==> config.mk <==
export PLATFORM = sky130hd
export DESIGN_NAME = smartcard_atr_parser_unit
export DESIGN_NICKNAME = d
export VERILOG_FILES = /design/src/smcatr_pkg.sv /design/src/smcatr_step.sv /design/src/smartcard_atr_parser_unit.sv
export SDC_FILE = /design/constraint.sdc
export NUM_CORES = 1
export LEC_CHECK = 0
export ABC_AREA = 0
export BUFFER_PORTS_ARGS = -buffer_cell sky130_fd_sc_hd__buf_2
export CAP_MARGIN = 20
export CORE_ASPECT_RATIO = 1.25
export CORE_MARGIN = 8
export CORE_UTILIZATION = 53
export DETAILED_ROUTE_END_ITERATION = 10
export GPL_ROUTABILITY_DRIVEN = 0
export PLACE_DENSITY = 0.77
export SETUP_SLACK_MARGIN = 0.2
export SYNTH_ARGS = -nofsm -noshare
export SYNTH_HDL_FRONTEND = slang
export SYNTH_SLANG_ARGS = --single-unit
==> constraint.sdc <==
create_clock -name clk -period 3.3 [get_ports clk]
set_input_delay 0.66 -clock clk [delete_from_list [all_inputs] [get_ports clk]]
set_output_delay 0.66 -clock clk [all_outputs]
set_load 0.01 [all_outputs]
==> src/smcatr_pkg.sv <==
`default_nettype none
// ----------------------------------------------------------------------------
// Smart card ATR parser package
// Shared types, codes and constants for the answer-to-reset byte parser.
// ----------------------------------------------------------------------------
package smcatr_pkg;

    localparam int MAX_ATR_BYTES_DEF = 33;

    localparam logic [7:0] TS_DIRECT    = 8'h3B;
    localparam logic [7:0] TS_INVERSE   = 8'h3F;
    localparam logic [7:0] RATE_DEFAULT = 8'h11;
    localparam logic [8:0] GUARD_BASE   = 9'd12;
    localparam logic [3:0] PROTO_T1     = 4'h1;
    localparam logic [3:0] PROTO_T15    = 4'hF;
    localparam logic [3:0] GROUP_MAX    = 4'hF;
    localparam logic [5:0] COUNT_MAX    = 6'd63;

    localparam logic REQ_BYTE    = 1'b0;
    localparam logic REQ_RESTART = 1'b1;

    // Interface byte kinds within one group.
    localparam logic [1:0] FIELD_TA = 2'd0;
    localparam logic [1:0] FIELD_TB = 2'd1;
    localparam logic [1:0] FIELD_TC = 2'd2;
    localparam logic [1:0] FIELD_TD = 2'd3;

    typedef enum logic [5:0] {
        STG_WAIT_TS = 6'b000001,
        STG_FORMAT  = 6'b000010,
        STG_IFACE   = 6'b000100,
        STG_HIST    = 6'b001000,
        STG_TCK     = 6'b010000,
        STG_DONE    = 6'b100000
    } stage_t;

    typedef struct packed {
        logic       req_type;
        logic [7:0] rx_byte;
    } req_t;

    typedef struct packed {
        logic       stored;
        logic [7:0] stored_byte;
        logic [5:0] byte_position;
        logic       atr_done;
        logic [5:0] atr_length;
        logic [7:0] rate_code;
        logic       specific_mode;
        logic [8:0] guard_time;
        logic       prefer_t1;
        logic [7:0] frame_size;
        logic [7:0] edc_byte;
    } rsp_t;

    typedef struct packed {
        stage_t     stage;
        logic [3:0] presence;
        logic [1:0] next_field;
        logic [3:0] group_index;
        logic [3:0] hist_left;
        logic       tck_expected;
        logic [5:0] byte_count;
        logic [7:0] rate_code;
        logic       specific;
        logic [8:0] guard;
        logic       t1;
        logic [7:0] frame_size;
        logic [7:0] edc;
    } parse_state_t;

    function automatic parse_state_t smcatr_reset_state(input logic init_t1);
        parse_state_t s;
        s.stage        = STG_WAIT_TS;
        s.presence     = 4'd0;
        s.next_field   = FIELD_TA;
        s.group_index  = 4'd0;
        s.hist_left    = 4'd0;
        s.tck_expected = 1'b0;
        s.byte_count   = 6'd0;
        s.rate_code    = RATE_DEFAULT;
        s.specific     = 1'b0;
        s.guard        = GUARD_BASE;
        s.t1           = init_t1;
        s.frame_size   = 8'd0;
        s.edc          = 8'd0;
        return s;
    endfunction

endpackage
`default_nettype wire

==> src/smcatr_step.sv <==
`default_nettype none
// ----------------------------------------------------------------------------
// ATR parser step logic
// Next parser state and the result for one transfer, purely combinational.
// ----------------------------------------------------------------------------
module smcatr_step #(
    parameter int MAX_ATR_BYTES = smcatr_pkg::MAX_ATR_BYTES_DEF
) (
    input  wire smcatr_pkg::parse_state_t cur,
    input  wire smcatr_pkg::req_t         req,
    input  wire                           init_t1,
    output smcatr_pkg::parse_state_t      nxt,
    output smcatr_pkg::rsp_t              rsp
);
    import smcatr_pkg::*;

    localparam logic [5:0] LEN_LIMIT = 6'((MAX_ATR_BYTES > 63) ? 63 : MAX_ATR_BYTES);

    logic [3:0] masked;
    logic [1:0] field;
    logic       found;

    // Lowest present field at or after the expected one.
    always_comb
    begin
        masked = cur.presence & (4'hF << cur.next_field);
        field  = FIELD_TA;
        found  = 1'b0;
        for (int i = 3; i >= 0; i--)
        begin
            if (masked[i])
            begin
                found = 1'b1;
                field = 2'(i);
            end
        end
    end

    always_comb
    begin
        logic       store;
        logic       done;
        logic [5:0] pos;
        logic       end_iface;
        logic       end_hist;
        logic [7:0] b;

        b         = req.rx_byte;
        nxt       = cur;
        store     = 1'b0;
        done      = 1'b0;
        pos       = 6'd0;
        end_iface = 1'b0;
        end_hist  = 1'b0;

        if (req.req_type == REQ_RESTART)
        begin
            nxt = smcatr_reset_state(init_t1);
        end
        else
        begin
            case (cur.stage)
                STG_WAIT_TS:
                begin
                    if (b == TS_DIRECT || b == TS_INVERSE)
                    begin
                        store     = 1'b1;
                        nxt.stage = STG_FORMAT;
                    end
                end
                STG_FORMAT:
                begin
                    store           = 1'b1;
                    nxt.presence    = b[7:4];
                    nxt.hist_left   = b[3:0];
                    nxt.next_field  = FIELD_TA;
                    nxt.group_index = 4'd0;
                    if (b[7:4] == 4'd0)
                        end_iface = 1'b1;
                    else
                        nxt.stage = STG_IFACE;
                end
                STG_IFACE:
                begin
                    store = 1'b1;
                    if (!found)
                    begin
                        end_iface = 1'b1;
                    end
                    else if (field == FIELD_TD)
                    begin
                        if (cur.group_index == 4'd0 && b[3:0] == PROTO_T1)
                            nxt.t1 = 1'b1;
                        if (b[3:0] == PROTO_T15)
                            nxt.tck_expected = 1'b1;
                        if (cur.group_index != GROUP_MAX)
                            nxt.group_index = cur.group_index + 4'd1;
                        nxt.presence   = b[7:4];
                        nxt.next_field = FIELD_TA;
                        if (b[7:4] == 4'd0)
                            end_iface = 1'b1;
                    end
                    else
                    begin
                        if (field == FIELD_TA)
                        begin
                            if (cur.group_index == 4'd0)
                                nxt.rate_code = b;
                            if (cur.group_index == 4'd1)
                                nxt.specific = 1'b1;
                            if (cur.t1)
                                nxt.frame_size = b;
                        end
                        else if (field == FIELD_TC)
                        begin
                            if (cur.group_index == 4'd0)
                                nxt.guard = GUARD_BASE + {1'b0, b};
                            if (cur.t1)
                                nxt.edc = b;
                        end
                        nxt.next_field = field + 2'd1;
                        // Keep only the fields that still follow in this group.
                        nxt.presence = cur.presence & (4'b1110 << field);
                        if ((cur.presence & (4'b1110 << field)) == 4'd0)
                            end_iface = 1'b1;
                    end
                end
                STG_HIST:
                begin
                    store = 1'b1;
                    if (cur.hist_left != 4'd0)
                        nxt.hist_left = cur.hist_left - 4'd1;
                    if (cur.hist_left <= 4'd1)
                        end_hist = 1'b1;
                end
                STG_TCK:
                begin
                    store     = 1'b1;
                    nxt.stage = STG_DONE;
                    done      = 1'b1;
                end
                default:
                begin
                end
            endcase

            if (end_iface)
            begin
                if (nxt.hist_left != 4'd0)
                    nxt.stage = STG_HIST;
                else if (nxt.tck_expected)
                    nxt.stage = STG_TCK;
                else
                begin
                    nxt.stage = STG_DONE;
                    done      = 1'b1;
                end
            end

            if (end_hist)
            begin
                if (nxt.tck_expected)
                    nxt.stage = STG_TCK;
                else
                begin
                    nxt.stage = STG_DONE;
                    done      = 1'b1;
                end
            end

            if (store)
            begin
                pos = cur.byte_count;
                if (cur.byte_count < COUNT_MAX)
                    nxt.byte_count = cur.byte_count + 6'd1;
                // A runaway ATR is cut off at the length limit.
                if (!done && nxt.byte_count >= LEN_LIMIT)
                begin
                    nxt.stage = STG_DONE;
                    done      = 1'b1;
                end
            end
        end

        rsp.stored        = store;
        rsp.stored_byte   = store ? b : 8'd0;
        rsp.byte_position = pos;
        rsp.atr_done      = done;
        rsp.atr_length    = nxt.byte_count;
        rsp.rate_code     = nxt.rate_code;
        rsp.specific_mode = nxt.specific;
        rsp.guard_time    = nxt.guard;
        rsp.prefer_t1     = nxt.t1;
        rsp.frame_size    = nxt.frame_size;
        rsp.edc_byte      = nxt.edc;
    end

endmodule
`default_nettype wire

==> src/smartcard_atr_parser_unit.sv <==
`default_nettype none
// ----------------------------------------------------------------------------
// Smart card ATR parser
// Parses an answer-to-reset byte stream and captures the protocol settings.
// ----------------------------------------------------------------------------
//  channel   signals                      direction  content
//  req       req_valid/req_ready/req      in         restart or received byte
//  rsp       rsp_valid/rsp_ready/rsp      out        one result per request
//  cfg       cfg_wr_en/cfg_wr_data        in         initial protocol T=1
//
//  The parser state and the result register are both loaded at the edge that
//  completes the request transfer.
//  A new request is taken every cycle while the result register is empty or
//  its result is taken in the same cycle; a stalled result holds requests.
//  Reset loads the parser state and clears the configuration to T=0.
// ----------------------------------------------------------------------------
module smartcard_atr_parser_unit #(
    parameter int MAX_ATR_BYTES = smcatr_pkg::MAX_ATR_BYTES_DEF
) (
    input  wire                   clk,
    input  wire                   rst_n,
    input  wire                   req_valid,
    output logic                  req_ready,
    input  wire smcatr_pkg::req_t req,
    output logic                  rsp_valid,
    input  wire                   rsp_ready,
    output smcatr_pkg::rsp_t      rsp,
    input  wire                   cfg_wr_en,
    input  wire                   cfg_wr_data
);
    import smcatr_pkg::*;

    parse_state_t state_reg;
    parse_state_t state_next;
    rsp_t         rsp_reg;
    rsp_t         rsp_next;
    logic         rsp_valid_reg;
    logic         init_t1_reg;
    logic         req_fire;

    assign req_ready = !rsp_valid_reg || rsp_ready;
    assign req_fire  = req_valid && req_ready;

    smcatr_step #(
        .MAX_ATR_BYTES(MAX_ATR_BYTES)
    ) u_step (
        .cur    (state_reg),
        .req    (req),
        .init_t1(init_t1_reg),
        .nxt    (state_next),
        .rsp    (rsp_next)
    );

    always_ff @(posedge clk or negedge rst_n)
    begin
        if (!rst_n)
        begin
            state_reg     <= smcatr_reset_state(1'b0);
            rsp_valid_reg <= 1'b0;
            init_t1_reg   <= 1'b0;
        end
        else
        begin
            if (cfg_wr_en)
                init_t1_reg <= cfg_wr_data;
            if (req_fire)
            begin
                state_reg     <= state_next;
                rsp_valid_reg <= 1'b1;
            end
            else if (rsp_ready)
            begin
                rsp_valid_reg <= 1'b0;
            end
        end
    end

    always_ff @(posedge clk)
    begin
        if (req_fire)
            rsp_reg <= rsp_next;
    end

    assign rsp_valid = rsp_valid_reg;
    assign rsp       = rsp_reg;

endmodule
`default_nettype wire

Word-level counts from Yosys, hierarchy flattened
Index checks and enable logic that the tools add are counted.

storage, ports and cells
  logic and storage cells = 150
  input bits = 15
  register bits after elaboration = 121
  output and inout port bits = 59

operators by class
  bitwise gates (word level) = 3
  add/sub/neg operators = 5
  reduce and logical (&&, ||, !) cells = 19
  equal/unequal tests = 16
  $lt $le $gt $ge = 3
  shift-type cells = 2
  multiplexer cells = 76

operator list
  operator                                              count
  2-to-1 mux 6 bit                                      13
  2-to-1 mux 35 bit                                     2
  2-to-1 mux 62 bit                                     1
  2-to-1 mux 8 bit                                      6
  2-to-1 mux 9 bit                                      4
  2-to-1 mux 1 bit                                      34
  case mux 10 bit (2 select lines)                      1
  2-to-1 mux 18 bit                                     1
  case mux 6 bit (3 select lines)                       1
  equality test 8 x 6 -> 1 bit (second input constant)  2
  2-to-1 mux 16 bit                                     1
  2-to-1 mux 4 bit                                      4
  logical NOT 4 bit                                     3
  2-to-1 mux 10 bit                                     1
  adder 4 x 8 -> 9 bit (first input constant)           1
  != test 3 x 2 -> 1 bit (second input constant)        3
  bitwise AND 4 bit                                     2
  equality test 4 x 1 -> 1 bit (second input constant)  2
  2-to-1 mux 2 bit                                      4
  case mux 4 bit (2 select lines)                       1
  nonzero test 4 bit                                    2
  << shifter 4 x 2 -> 4 bit (first input constant)      2
  adder 6 x 1 -> 6 bit (second input constant)          1
  equality test 6 x 1 -> 1 bit (second input constant)  1
  other kinds (25)                                      31

Depth between registers and ports, before layout
Gate-level depths: netlist of the first run.

  word-level depth = 23
  mapped depth = 13
  depth with buffers taken out = 12

By module
From an unflattened synthesis of the first run, not the netlist that was laid out.

second synthesis, totals
  cell total of the unflattened synthesis = 557
  area total of the unflattened synthesis = 6,716.4 um^2

modules (own cells, without submodules)
  module                     cells an instance  area each (um^2)  sequential area each (um^2)  instances
  smartcard_atr_parser_unit  194                4,352.9           3,319.4                      1
  smcatr_step                363                2,363.5           0.0                          1

Worst setup path after synthesis of the first run
No wires, ideal clock.

  path type = flip-flop to flip-flop
  start point = register state_reg[58] (netlist bit)
  end point = register state_reg[58] (netlist bit)
  data arrival time = 2,997 ps
  library setup time = 73 ps
  required time = 3,227 ps
  path slack = 230 ps
  stages on the path, launching flop included = 9
  clock period less this slack = 3,070 ps
  buffers on the path = 1
  cell sequence = dfrtp_1 > buf_6 > or4_4 > or2_4 > a311o_1 > or4_4 > or4_4 > a211oi_2 > a2bb2oi_2

between the ends
  cells in the longest elaborated chain, start to end = 14
  elaborated cells on any way between the ends = 35
  those cells by class = eq/ne (5); mux (26); reduce/logical (4)

RTL lines
  what                                                                 line                                    source
  from (decl)                                                          smartcard_atr_parser_unit.sv:33         parse_state_t state_reg;
  from (signal assigned)                                               smartcard_atr_parser_unit.sv:58         state_reg <= smcatr_reset_state(1'b0);
  from (signal assigned)                                               smartcard_atr_parser_unit.sv:68         state_reg <= state_next;
  equality test 6 x 4 -> 1 bit, or another cell as far along           smcatr_step.sv:62                       case (cur.stage)
  case mux 4 bit (2 select lines) or 2-to-1 mux 1 bit (tied branches)  smcatr_step.sv:62
  2-to-1 mux 4 bit or 2-to-1 mux 1 bit (tied branches)                 smcatr_step.sv:56                       if (req.req_type == REQ_RESTART)
  nonzero test 4 bit or 2-to-1 mux 1 bit (tied branches)               smcatr_step.sv:149, smcatr_step.sv:151
  2-to-1 mux 1 bit                                                     smcatr_step.sv:149                      if (nxt.hist_left != 4'd0)
  2-to-1 mux 1 bit                                                     smcatr_step.sv:147                      if (end_iface)
  2-to-1 mux 1 bit                                                     smcatr_step.sv:162                      if (nxt.tck_expected)
  2-to-1 mux 1 bit                                                     smcatr_step.sv:160                      if (end_hist)
  2-to-1 mux 1 bit                                                     smcatr_step.sv:56
  logical NOT 1 bit                                                    smcatr_step.sv:177                      if (!done && nxt.byte_count >= LEN_LIMIT)
  logical AND 1 bit                                                    smcatr_step.sv:177
  2-to-1 mux 6 bit                                                     smcatr_step.sv:177
  2-to-1 mux 6 bit (*)                                                 smcatr_step.sv:171                      if (store)
  2-to-1 mux 62 bit (*)                                                smcatr_step.sv:56

Mark *: on every way between the ends. The rest lies on a longest branch, timed or not. The select of a mux whose other input is x is not followed.
A chain may end at the register's enable or synchronous reset.

Final worst setup path of the first run
  start point = register state_reg[60] (netlist bit)
  end point = register state_reg[58] (netlist bit)

Same word-level chain as after synthesis.

==> metrics.cfg, run 1 <==
[clock_network]
clk_latency_ns=0.41
cts_root_buf=clkbuf_16
cts_max_level=4
cts_tree=built
clock-sinks=121
hold_buffers=0
clkTransAtPathRegs_ns=0.05
cts_buffer_depth=2
cts_made_buffers=17

[detailed_routing]
ant_nets=0
avgRoutedWirePerCell_um=18.7
via_per_inst=6.05
first_pass_iters=5
num_vias=4903
drt_iter0_markers=442
drc=0
drt_wl_total_mm=15.2

[timing]
finalMaxSlewViolations=0
setup_viol=0
worstMarginPinSlew_ns=0.800
max_freq_mhz=325
period_share_pct=93.2
whs_ns=0.332
maxSlewHeadroom_pct=46.7
rsz0062_at_grt=yes
fin_ws_ns=0.224
fin_crit_ns=3.08
hold_viol=0
skew_ns=0.00598
setup-tns-final_ns=0

[power_and_ir_drop]
powerDensity_nw_per_um2=517
cellLeakagePower_nw=3.08
total_power_mw=3.75
vdd_ir_drop_max_mv=0.305

[critical_path]
slowest_stage=or4_4
crit_type=flip-flop to flip-flop
reg2reg_setup_slack_ns=0.22
worstSetupEndpointType=flip-flop
path_cells=or4_4 > buf_4 > a311oi_2 > a21oi_1 > or4_4 > or4_4 > a211oi_2 > a2bb2oi_2
slowest_delay_ns=0.58
arrival_ns=3.42
critPathMostFrequentCell=or4_4
required_ns=3.64
cp-start-kind=flip-flop
cp_max_fo=4

[logic_synthesis]
synth_top_family_by_area=simple AND/OR/NAND/NOR gates
syn_area_per_cell_um2=10.5
synth_mux_area_share_pct=4.97
ys.flop_type=dfrtp_1
ys_seq_area_share_pct=54.3
synth-simple-area-share_pct=18.0
synth_edf_count=57
synth-xor-area-share_pct=1.29
async_reset_ff_share_pct=52.9
syn_area_um2=6110
yosysUniqueCellTypes=66
synth.net_count=610
synth_compound_area_share_pct=13.9
synth_warnings=0
syn_inst=580
synthAdderAreaFrac_pct=3.07
ys_seq_elements=121

[finish]
final_cell_mix=buf_2, nor2_1, nand2_1
num_antenna_cells=0
drive_gt1_share_pct=25.4
area_growth_pct=18.5
layout.nets=690
layout_commonest_cell=buf_2
largest_reg_flops=62

[run_status]
status=finished, final reports clean

[floorplan]
ios=74
die_h_um=136
core_um2=11500
die_area_um2=15200
row_count=44
die_w_um=112
initial_core_util_pct=53.4

[placement]
dp_slack_ns=0.126
portBuffers=73
place_hpwl_mm=9.91

[global_routing]
grt_max_degree=78
grt_pass1_wl_mm=24.6
track_usage_pct=20.2
antenna_found_initial=0
grt_pass1_vias=4803
overflow=0

[run]
maxCapViolations=0

[worst_hold_path]
hold_path.class=primary input to async pin

==> worst max-delay path, delay by kind of cell, from the launching register on <==
kind | cells | cell delay (ns)
compound gates | 4 | 0.79
simple gates | 3 | 1.62
flops | 1 | 0.43
buf+inv | 1 | 0.17
==> through the flow <==
step	cells	cell area, um^2	utilization (%)
detailed placement	772	6610	57.8
global placement	772	6610	57.8
global route	811	7250	63.3
finish	811	7250	63.3
floorplan	580	6110	-
CTS	807	7190	62.8
==> cells by family after synthesis <==
kind of cell               Yosys count
adders and majority gates           15
buffers and inverters               57
and+or+nand+nor                    224
xor gates and xnor gates             9
DFF                                121
muxes                               29
AOI/OAI and AO/OA                  125
==> synthesized netlist by cell type, drive strengths merged, types with 3 or more instances <==
cell	count	area share (%)
nor3	18	1.5
or2	3	0.35
o211ai	5	0.61
or4b	4	0.66
nor2b	3	0.31
xnor2	4	0.57
and4b	3	0.51
mux2	11	2.0
or4	6	0.92
o31ai	31	3.8
nand2	65	4.0
inv	19	1.2
nand2b	7	0.72
and2	11	1.1
buf	12	1.8
nand4	7	0.72
nor3b	6	0.74
a211o	4	0.57
o21ai	20	1.6
clkbuf	26	1.6
nor2	71	4.4
nand3	6	0.49
xor2	5	0.72
dfstp	5	2.1
ha	15	3.1
a21oi	32	2.6
dfrtp	59	24
or3	3	0.31
mux2i	18	2.9
edfxtp	57	28
a211oi	7	0.94
nor4	5	0.51
==> repair_timing <==
item                       4_1_cts  5_1_grt
resized for setup                2        5
gates cloned                     0        0
pin swaps                        1        7
setup buffers                    3        4
setup endpoints to repair        3        8
==> worst paths after layout <==
path	start	endpoint	cells after the start
min reg2reg	state_reg[34]	state_reg[34]	2
max in group asynchronous	rst_n	state_reg[31]	2
min	rst_n	state_reg[43]	1
max reg2reg	state_reg[60]	state_reg[58]	8
min in group clk	cfg_wr_en	init_t1_reg	2
max	state_reg[60]	state_reg[58]	8
==> power by group <==
part	switching, mW	total, mW	internal (mW)	leakage (nW)
combinational	0.239	0.364	0.125	1.41
clock	0.679	1.71	1.03	0.263
sequential	0.0332	1.67	1.64	1.41
total	0.951	3.75	2.79	3.08
==> layout make-up <==
class | instances | area, um^2
clock inverters | 15 | 128
inverters | 19 | 71.3
fillers | 895 | 4210
clock buffers | 17 | 425
flip-flops and latches | 121 | 3320
multi-input cells | 402 | 2540
well taps | 138 | 173
repair buffers | 99 | 586
==> metal layers <==
| layer | part of all wire, % | wire length [um] | GRT usage (%) |
|---|---|---|---|
| met1 | 41 | 6210 | 23.9 |
| met2 | 48 | 7360 | 33.3 |
| met3 | 7.3 | 1100 | 5.96 |
| met4 | 3.4 | 518 | 9.99 |
| met5 | 0 | 0 | 0 |
Power figures use the tool's default switching activity.
==> run 2: changes to the inputs <==
Settings changed: CORE_UTILIZATION 53 to 55, CTS_BUF_LIST from default to sky130_fd_sc_hd__clkbuf_4, PLACE_DENSITY 0.77 to 0.79.
==> run 2 against run 1 <==
Net effect: via count decreased by 0.39%; power shrank 14%; critical path depth down 1; first-iteration DRC count grew 27%; combinational power fell by 1%; register-to-register slack got worse by 0.06 ns; routed wire length is 5.0% lower; core utilization increased by 0.68 points.
==> metrics.cfg, run 2 (synthesis results as in run 1) <==
[global_routing]
antenna_found_initial=1  ; +1
grt_pass1_vias=4646  ; -3.3%
overflow=0  ; unchanged
track_usage_pct=19.9  ; -0.30 points
grt_pass1_wl_mm=23.1  ; -5.9%
grt_max_degree=78  ; unchanged

[finish]
largest_reg_flops=62  ; unchanged
layout.nets=690  ; unchanged
fillCellCount=887  ; -0.89%
area_growth_pct=14.8
layout_commonest_cell=buf_2
drive_gt1_share_pct=25.3  ; -0.15 points
final_cell_mix=buf_2, nor2_1, nand2_1
design_area_um2=7020  ; -3.1%

[critical_path]
reg2reg_setup_slack_ns=0.16  ; -0.06 ns
critPathMostFrequentCell=or4_4
crit_start=state_reg[58]
slowest_stage=or4_4
r2r-end=state_reg[58]
crit_type=flip-flop to flip-flop
r2r_start=state_reg[58]
path_cells=or4_4 > or2_4 > a311o_1 > or4_4 > or4_4 > a211oi_4 > a2bb2oi_2
worstSetupEndpointType=flip-flop
arrival_ns=3.59  ; +0.17 ns
cp-start-kind=flip-flop
required_ns=3.75  ; +0.11 ns
cp_max_fo=4  ; unchanged
worst_r2r_path_depth=7  ; -1
slowest_delay_ns=0.59  ; about the same

[power_and_ir_drop]
vdd_ir_drop_max_mv=0.357  ; +17%
cellLeakagePower_nw=2.98  ; -3.4%
powerDensity_nw_per_um2=456  ; -12%

[timing]
rsz0062_at_grt=yes
setup-tns-final_ns=0  ; unchanged
finalMaxSlewViolations=0  ; unchanged
worstMarginPinSlew_ns=0.702  ; -0.0982 ns
fin_crit_ns=3.14  ; +0.0646 ns
hold_viol=0  ; unchanged
max_freq_mhz=318  ; -2.1%
skew_ns=0.0176  ; +0.0116 ns
setup_viol=0  ; unchanged
whs_ns=0.115  ; -0.217 ns
fin_ws_ns=0.159  ; -0.0646 ns
period_share_pct=95.2  ; +2.0 points
maxSlewHeadroom_pct=53.2  ; +6.5 points

[detailed_routing]
drc=0  ; unchanged
drt_iter0_markers=560  ; +27%
first_pass_iters=6  ; +1
num_vias=4884  ; -0.39%
avgRoutedWirePerCell_um=17.8  ; -4.8%
via_per_inst=6.04  ; -0.14%
drt_wl_total_mm=14.4  ; -5.0%
ant_nets=0  ; unchanged

[floorplan]
row_count=43  ; -2.3%
core_um2=11000  ; -4.2%
initial_core_util_pct=55.7  ; +2.3 points
die_area_um2=14800  ; -3.2%
ios=74  ; unchanged
die_h_um=134  ; -1.6%
die_w_um=110  ; -1.6%

[worst_hold_path]
hold_path.class=primary input to async pin

[clock_network]
cts_tree=built
cts_root_buf=clkbuf_4
cts_buffer_depth=2  ; unchanged
clkTransAtPathRegs_ns=0.12  ; +0.07 ns
cts_max_level=4  ; unchanged
cts_made_buffers=17  ; unchanged
clock-sinks=121  ; unchanged
clk_latency_ns=0.51  ; +0.10 ns

[placement]
place_area_um2=6610  ; -0.13%
place_hpwl_mm=9.86  ; -0.55%
dp_slack_ns=0.132  ; +0.00647 ns
portBuffers=73  ; unchanged

[run_status]
status=finished, final reports clean

[run]
maxCapViolations=0  ; unchanged

==> run 2: changes by cell type in the layout (fill, tap and decap cells not counted), sizes merged <==
cell,delta
clkinv,-3
bufinv,+3
diode,+1
==> run 2: what timing repair did <==
action                                  4_1_cts  5_1_grt
setup buffers                                 1        4
pin swaps                                     1        7
gates cloned                                  0        0
resized for setup                             1        6
endpoints found under the setup margin        1        6
hold buffers                                  0        0
==> run 2: worst max path at each step <==
| stage | endpoint | cells after the start |
|---|---|---|
| after floorplan | state_reg[58] | 8 |
| after global placement | state_reg[58] | 7 |
| after detailed placement | state_reg[58] | 7 |
| after CTS | state_reg[58] | 7 |
| after global routing | state_reg[58] | 7 |
| final | state_reg[58] | 7 |
==> run 2: layout make-up <==
class                           count  area, um^2  area share (%)
Sequential cell                   121        3320            47.3
Multi-Input combinational cell    402        2540            36.2
Timing Repair Buffer               99         586            8.34
Clock inverter                     15         199            2.83
Tap cell                          135         169            2.41
Clock buffer                       17         128            1.82
Inverter                           19        71.3            1.02
Antenna cell                        1        2.50          0.0357
==> run 2: per-layer routing <==
metal,GRT usage (%),share of wire [%]
met4,8.54,2.8
met1,25.0,39
met3,5.09,8.4
met2,31.5,50
met5,0,0
==> run 2: worst max-delay path: cells and delay by family, from the launching register on <==
kind	cells	cell delay, ns
AOI/OAI and AO/OA	3	0.82
DFF	1	0.40
and+or+nand+nor	4	1.87
==> run 2: report_power, final <==
part	total, mW	internal (mW)	switching, mW
sequential	1.67	1.64	0.0328
clock	1.18	0.602	0.575
combinational	0.360	0.125	0.234
total	3.20	2.36	0.842
==> run 2: through the flow <==
step                      power (mW)  cells  util [%]
final                           3.20    809      64.0
after global routing            3.34    809      64.0
after CTS                       3.21    803      63.2
after detailed placement        2.05    770      60.2
after global placement          2.04    770      60.2
after floorplan                 1.92    580         -
==> run 3: changes to the inputs <==
Settings changed: ABC_AREA 0 to 1, CORE_ASPECT_RATIO 1.25 to default, CORE_UTILIZATION 55 to 54, PLACE_DENSITY 0.79 to 0.78.
==> run 3 against run 2 <==
Net effect: clock skew down 0.0036 ns; sequential share of layout area up 2.0 points; die area down 0.93%; sequential cell count unchanged; clock-buffer cell count up 2; maximum frequency up 21%; largest power group unchanged; via count up 0.14%; sequential power about the same.
==> metrics.cfg, run 3 <==
[power_and_ir_drop]
vdd_ir_drop_max_mv=0.208  ; -42%
cellLeakagePower_nw=3.09  ; +4.0%
total_power_mw=3.08  ; -3.8%
powerDensity_nw_per_um2=458  ; +0.35%

[finish]
layout_commonest_cell=nand2_1
area_growth_pct=13.1
final_cell_count_no_fill=889  ; +9.9%
num_antenna_cells=0  ; -1
final_cell_mix=nand2_1, inv_1, o21ai_0, buf_2, dfrtp_1
drive_gt1_share_pct=17.4  ; -7.9 points
utilization_pct=62.3  ; -1.6 points
layout.nets=767  ; +11%
largest_reg_flops=62  ; unchanged

[worst_hold_path]
hold_path.class=primary input to async pin

[timing]
max_freq_mhz=385  ; +21%
rsz0062_at_grt=no
period_share_pct=78.7  ; -17 points
setup-tns-final_ns=0  ; unchanged
skew_ns=0.0140  ; -0.00359 ns
finalMaxSlewViolations=0  ; unchanged
worstMarginPinSlew_ns=0.880  ; +0.179 ns
fin_crit_ns=2.60  ; -0.545 ns
setup_viol=0  ; unchanged
maxSlewHeadroom_pct=41.3  ; -12 points
hold_viol=0  ; unchanged

[clock_network]
cts_max_level=4  ; unchanged
clock-sinks=121  ; unchanged
cts-resized-gates=0  ; -1
cts_root_buf=clkbuf_4
hold_buffers=0  ; unchanged
cts_buffer_depth=2  ; unchanged
post_cts_buffers=0  ; -1
cts_made_buffers=17  ; unchanged
cts_tree=built
clk_latency_ns=0.52  ; about the same
clkTransAtPathRegs_ns=0.10  ; -0.02 ns

[critical_path]
slowest_delay_ns=0.44  ; -0.15 ns
cp_max_fo=16  ; +12
path_cells=nand2_1 > nand2_1 > nand3_1 > inv_1 > ha_1 > nor3_1 > nand3_1 > o21ai_0 > a21oi_1 > nand2_1 > o21ai_0
required_ns=3.71  ; -0.04 ns
arrival_ns=3.00  ; -0.59 ns
reg2reg_setup_slack_ns=0.70  ; +0.55 ns
critPathMostFrequentCell=nand2_1
cp-start-kind=flip-flop
worstSetupEndpointType=flip-flop
slowest_stage=nand3_1
crit_type=flip-flop to flip-flop

[detailed_routing]
drc=0  ; unchanged
drt_iter0_markers=477  ; -15%
avgRoutedWirePerCell_um=16.0  ; -10%
num_vias=4891  ; +0.14%
via_per_inst=5.50  ; -8.9%
ant_nets=0  ; unchanged
drt_wl_total_mm=14.2  ; -1.4%
first_pass_iters=5  ; -1

[logic_synthesis]
async_reset_ff_share_pct=52.9  ; unchanged
yosysUniqueCellTypes=43  ; -35%
synthAdderAreaFrac_pct=3.16  ; +0.085 points
ys_seq_area_share_pct=55.8  ; +1.5 points
netlist_top_cells_count=nand2_1, inv_1, o21ai_0
synth_compound_area_share_pct=12.5  ; -1.3 points
synth-simple-area-share_pct=20.4  ; +2.4 points
yosys-top-cells-area=edfxtp_1, dfrtp_1, nand2_1
synth_mux_area_share_pct=0.189  ; -4.8 points
syn_area_per_cell_um2=9.05  ; -14%
synthMostInstantiatedCell=nand2_1
syn_area_um2=5950  ; -2.7%
synth_top_area_share_pct=28.8  ; +0.78 points
synth.net_count=687  ; +13%
synth_top_family_by_area=simple AND/OR/NAND/NOR gates
synth-xor-area-share_pct=1.18  ; -0.11 points
ys.flop_type=dfrtp_1
syn_inst=657  ; +13%
ys_seq_elements=121  ; unchanged
synth_edf_count=57  ; unchanged
synth_area_leader_cell=edfxtp_1
synth_warnings=0  ; unchanged

[global_routing]
antenna_found_initial=0  ; -1
track_usage_pct=20.1  ; +0.19 points
grt_pass1_wl_mm=23.3  ; +0.98%
grt_pass1_vias=4880  ; +5.0%
grt_max_degree=49  ; -37%
overflow=0  ; unchanged

[floorplan]
initial_core_util_pct=55.1  ; -0.59 points
die_w_um=121  ; +9.7%
die_h_um=121  ; -9.7%
ios=74  ; unchanged
row_count=38  ; -12%
die_area_um2=14600  ; -0.93%
core_um2=10800  ; -1.7%

[run]
maxCapViolations=0  ; unchanged

[placement]
place_hpwl_mm=10.0  ; +1.9%
place_inst=858  ; +11%
portBuffers=73  ; unchanged

[run_status]
status=finished, final reports clean

-- run 3: cell count changes after synthesis, sizes merged, moves of 11 or more --
cell / change
inv: +60
o21ai: +55
nor2: -12
o31ai: -31
nand2: +94
and2: -11
mux2i: -18
nand3: +28
clkbuf: -13
-- run 3: stage by stage --
stage	setup WS, ns	instance area [um^2]	hold WS (ns)
floorplan	0.711	5950	0.364
global placement	0.609	6480	0.455
detailed placement	0.534	6480	0.462
CTS	0.755	6730	0.236
global route	0.411	6730	0.272
finish	0.704	6730	0.243
-- run 3: path summary, 6_finish.rpt --
path                               start  depth (start not counted)             to
max                        state_reg[54]                         11  state_reg[29]
min                                rst_n                          1      rsp_valid
max reg2reg                state_reg[54]                         11  state_reg[29]
min reg2reg                state_reg[20]                          2  state_reg[20]
max in group asynchronous          rst_n                          2  state_reg[31]
min in group clk             cfg_wr_data                          2    init_t1_reg
-- run 3: metal layers --
metal | part of all wire (%) | routed length [um] | global-route usage (%)
met5 | 0 | 0 | 0
met4 | 2.3 | 325 | 9.21
met3 | 8.4 | 1190 | 5.07
met2 | 48 | 6840 | 32.9
met1 | 41 | 5870 | 24.5
-- run 3: logic make-up after synthesis --
logic type      count (synthesis)
xor+xnor                        8
flops                         121
simple gates                  274
fa+ha+maj                      15
compound gates                138
buf+inv                       100
mux                             1
-- run 3: area by class of cell --
class	count	area, um^2
multi-input cells	436	2230
well taps	140	175
clock inverters	12	110
repair buffers	81	450
clock buffers	19	143
inverters	80	305
flip-flops and latches	121	3320
fillers	933	4060
-- run 3: where the power goes --
group          internal (mW)  switching [mW]  leakage, nW
Combinational          0.120           0.291         1.52
Clock                  0.446           0.529        0.140
Sequential              1.66          0.0363         1.43
Total                   2.23           0.856         3.09
-- run 3: critical path: cells and delay by family (launching register included) --
kind,cells,cell delay [ns]
fa+ha+maj,1,0.30
flops,1,0.42
compound gates,3,0.56
buf+inv,1,0.08
simple gates,6,1.11
